**src/design/qrs_pkg.sv**
```systemverilog
package qrs_pkg;

   // Result classification codes
   typedef enum logic [1:0] {
      KIND_DISTINCT = 2'd0,
      KIND_EQUAL    = 2'd1,
      KIND_COMPLEX  = 2'd2,
      KIND_INVALID  = 2'd3
   } root_kind_type;

   // Root part format
   localparam int RES_WIDTH = 32;
   localparam logic [RES_WIDTH-1:0] RES_MAX = 32'h7FFF_FFFF;
   localparam logic [RES_WIDTH-1:0] RES_MIN = 32'h8000_0000;

   // Queue between front and back
   localparam int QUEUE_DEPTH = 4;

   typedef struct packed {
      logic full;
      logic empty;
   } queue_status_type;

endpackage

```
**src/design/qrs_queue.sv**
```systemverilog
module qrs_queue
   import qrs_pkg::*;
#(
   parameter int WIDTH = 8
) (
   input  logic             clock,
   input  logic             reset,
   input  logic             push_valid,
   input  logic [WIDTH-1:0] push_data,
   input  logic             pop_ready,
   output logic [WIDTH-1:0] pop_data,
   output queue_status_type status
);

   localparam int PTR_W = $clog2(QUEUE_DEPTH);
   localparam int CNT_W = $clog2(QUEUE_DEPTH + 1);

   logic [WIDTH-1:0] entry_ff [QUEUE_DEPTH];
   logic [PTR_W-1:0] wr_ptr_ff, wr_ptr_in, rd_ptr_ff, rd_ptr_in;
   logic [CNT_W-1:0] count_ff, count_in;
   logic             push, pop;

   // Push is refused when full, even with a pop in the same cycle
   always_comb begin
      status.full  = (count_ff == CNT_W'(QUEUE_DEPTH));
      status.empty = (count_ff == '0);
      push         = push_valid && !status.full;
      pop          = pop_ready && !status.empty;
      wr_ptr_in    = push ? PTR_W'(wr_ptr_ff + 1'b1) : wr_ptr_ff;
      rd_ptr_in    = pop ? PTR_W'(rd_ptr_ff + 1'b1) : rd_ptr_ff;
      count_in     = count_ff + CNT_W'(push) - CNT_W'(pop);
      pop_data     = entry_ff[rd_ptr_ff];
   end

   always_ff @(posedge clock) begin
      if (reset) begin
         wr_ptr_ff <= '0;
         rd_ptr_ff <= '0;
         count_ff  <= '0;
      end else begin
         wr_ptr_ff <= wr_ptr_in;
         rd_ptr_ff <= rd_ptr_in;
         count_ff  <= count_in;
      end
   end

   always_ff @(posedge clock) begin
      if (push) begin
         entry_ff[wr_ptr_ff] <= push_data;
      end
   end

endmodule

```
**config.mk**
```make
export PLATFORM = sky130hd
export DESIGN_NAME = qrs_queue
export DESIGN_NICKNAME = d
export VERILOG_FILES = /design/src/design/qrs_pkg.sv /design/src/design/qrs_queue.sv
export SDC_FILE = /design/constraint.sdc
export NUM_CORES = 1
export LEC_CHECK = 0
export ABC_CLOCK_PERIOD_IN_PS = 2910
export BUFFER_PORTS_ARGS = -buffer_cell sky130_fd_sc_hd__buf_2
export CAP_MARGIN = 20
export CORE_ASPECT_RATIO = 0.8
export CORE_MARGIN = 4
export CORE_UTILIZATION = 50
export DETAILED_ROUTE_END_ITERATION = 12
export MAX_ROUTING_LAYER = met4
export PLACE_DENSITY = 0.71
export SYNTH_ARGS = -nofsm -noshare
export SYNTH_HDL_FRONTEND = slang
export SYNTH_SLANG_ARGS = --single-unit
```
**constraint.sdc**
```tcl
create_clock -name clock -period 2.91 [get_ports clock]
set_clock_uncertainty 0.05 [all_clocks]
set_input_delay 0.291 -clock clock [delete_from_list [all_inputs] [get_ports clock]]
set_output_delay 0.291 -clock clock [all_outputs]
set_load 0.01 [all_outputs]
```
==> summary.md <==
| Metric | Value |
|---|---|
| Max-slew headroom | `between 60% and 70%` |
| Yosys cell types | `24` |
| Ant. Diodes | `0` |
| Initial antenna violation count | `0` |
| Max_cap viols | `0` |
| WL met3 | `131 um` |
| Cells after Synth | `93` |
| Ports | `22` |
| Post-Route Setup TNS | `0 ns` |
| Routed WL | `2.53 mm` |
| Post-synthesis sequential area ratio | `69.8%` |
| RSZ-0062 raised after global routing | `no` |
| Final setup viols | `0` |
| Critical Path Fanout Max | `6` |
| CTS Root Cell | `clkbuf_8` |
| Routed WL per cell | `15.9 um` |
| Hold path startpoint | `push_data[7]` |
| Tcrit/Tclk final | `between 70 and 80%` |
| Commonest cells post-synth | `32 x edfxtp_1, 9 x dfxtp_1, 8 x inv_1, 8 x mux4_2, 6 x ha_1` |
| Placed inst area | `1780 um^2` |
| Yosys warns | `0` |
| FP Rows | `18` |
| Final Util | `60.9%` |
| Peak supply drop | `0.466 mV` |
| Critical path startpoint category | `flop` |
| Post-cts resize count | `0` |
| CORE AREA | `3110 um^2` |
| Crit path kind | `reg -> reg` |
| First-pass GRT wire length | `4.31 mm` |
| CTS sink cnt | `41` |
| Mapped Nets | `112` |
| Die width | `71.9 um` |
| Overflow after GRT | `0` |
| Initial Utilization | `between 50% and 60%` |
| Final Wtd Congestion | `0.704` |
| Slew Limit Fails | `0` |
| Power Density | `between 800 and 900 nW/um^2` |
| Post-Syn Area | `1630 um^2` |
| Fmax | `about 440 MHz` |
| Clock tree from TritonCTS | `done` |
| CP endpoint kind | `flop` |
| H-tree depth | `2` |
| Worst-margin pin slew | `0.549 ns` |
| Reg-to-Reg Start | `count_ff[1]` |
| Most used DFF post-synth | `edfxtp_1` |
| Number of flops mapped to enable cells by yosys | `32` |
| Worst Path Buf+Inv | `2` |
| Share of cells above drive strength 1 | `34.5%` |
| Final net count | `137` |
| Hold Buf Count CTS | `0` |
| Status | `completed` |
| CP max-delay cell | `dfxtp_1` |
| R2r setup slk | `0.65 ns` |
| Clk buf depth | `2` |
| Area share of the largest cell type after synthesis | `58.8%` |
| Worst min path class | `in -> reg` |
| Reg2reg path depth | `10` |
| Met2 routed WL | `between 1 and 1.5 mm` |
| Area contributors post-synth | `edfxtp_1 59%, dfxtp_1 11%, mux4_2 11%` |
| Critical R2R Capture | `count_ff[2]` |
| Die area | `roughly 4300 um^2` |
| IO Port Bufs | `21` |
| Synth area leader | `edfxtp_1` |
| Stages on the worst setup path | `10` |
| CTS buffer count | `5` |
| Skew-Pair Late Insertion Delay | `0.29 ns` |
| Synth Register Bits | `41` |
| GRT Total Usage | `~15%` |
| Die Ht | `roughly 59 um` |
| Cell depth of the worst min-delay path | `1` |
| Largest net degree at the start of global routing | `14` |
| DR iter-0 viols | `104` |
| Syn Area/Cell | `17.6 um^2` |
| Final Cell Area | `between 1500 and 2000 um^2` |
| Most common cell in the synthesized netlist | `edfxtp_1` |
| Post-route ant nets | `0` |
| Crit-path cells | `nor3b_2 > nor2_2 > inv_1 > ha_1 > inv_1 > ha_1 > fa_1 > xnor2_1 > xnor2_1 > nor2_1` |
| Via-per-instance ratio | `5.19` |
| Design Power | `1580 uW` |
| Router iterations before antenna repair | `3` |
| Layout fillers | `239` |
| Largest delay share family, worst path | `adder cells` |
| Minimum clock period | `2.26 ns` |
| Crit path largest cell delay | `approximately 0.45 ns` |
| Crit path DAT | `2.40 ns` |
| Final Hold Fails | `0` |
| Pleak | `just under 0.0007 uW` |
| FFs w/ async S/R, synth | `0%` |
| Post-CTS Setup Inserts | `0` |
| Highest Signal Layer | `met4` |
| Met1 WL | `slightly below 1 mm` |
| Clock Pin Slew Worst Setup and Hold Paths | `0.08 ns` |
| Hpwl dp | `1.84 mm` |
| Syn-to-layout area delta | `15.8%` |
| Worst Path Required | `3.05 ns` |
| WHS Endpoint | `entry_ff[0][7]` |
| DR vias | `826` |
| Number of global-route vias before repair | `933` |
| Remaining routing DRC violations | `0` |
## worst max path at each step
stage	end	slack (ns)	start
after floorplan	count_ff[2]	0.81	count_ff[2]
after detailed placement	count_ff[2]	0.64	count_ff[1]
after CTS	count_ff[2]	0.64	count_ff[1]
after global routing	count_ff[2]	0.47	count_ff[1]
final	count_ff[2]	0.65	count_ff[1]
after global placement	count_ff[2]	0.74	count_ff[2]
## cell type report
cell class	instances	area [um^2]	share of cell area, %
well taps	40	50.0	2.65
multi-input cells	41	450	23.8
inverters	8	30.0	1.59
clock buffers	7	108	5.69
flip-flops and latches	41	1140	60.3
clock inverters	1	7.51	0.397
repair buffers	21	105	5.56
## power breakdown
group / total (uW) / switching, uW / internal (uW)
sequential: 789 / 76.4 / 712
clock: 430 / 186 / 244
combinational: 366 / 168 / 198
total: 1580 / 430 / 1150
## cells in the final DEF, fill, tap and decap left out, types with 2 or more instances in the layout
master / Yosys / layout
a21oi_1: 2 / 2
and2_1: 4 / 4
buf_2: 1 / 21
clkbuf_8: 0 / 6
dfxtp_1: 9 / 9
edfxtp_1: 32 / 32
ha_1: 6 / 6
inv_1: 8 / 8
mux4_2: 8 / 8
nand2b_1: 2 / 2
nor2_1: 3 / 3
nor2b_1: 2 / 2
o21ai_0: 2 / 2
or3_1: 2 / 2
xnor2_1: 2 / 2
## registers in the layout (all words and copies together) (netlist names), named ones only
register	flops
entry_ff	32
count_ff	3
rd_ptr_ff	2
wr_ptr_ff	2
## per-layer routing
metal,GRT usage [%],up-vias
met4,4.83,0
li1,-,391
met5,-,-
met1,15.7,413
met2,25.3,17
met3,5.76,5
## stage by stage
stage	worst slack (ns)	instances	hold WS, ns
2_1_floorplan	0.813	93	0.340
3_3_place_gp	0.740	151	0.436
3_5_place_dp	0.637	151	0.459
4_1_cts	0.637	159	0.152
5_1_grt	0.474	159	0.152
6_report	0.649	159	0.162
## kinds of logic after synthesis
family	Yosys count	share of synthesized area, %
XOR/XNOR	3	1.61
buffers and inverters	11	2.60
flip-flops	41	69.8
AND/OR/NAND/NOR	17	6.51
adder cells (fa/ha/maj)	7	5.82
AO/OA/AOI/OAI	5	1.99
multiplexers	9	11.6
Power figures use the tool's default switching activity.
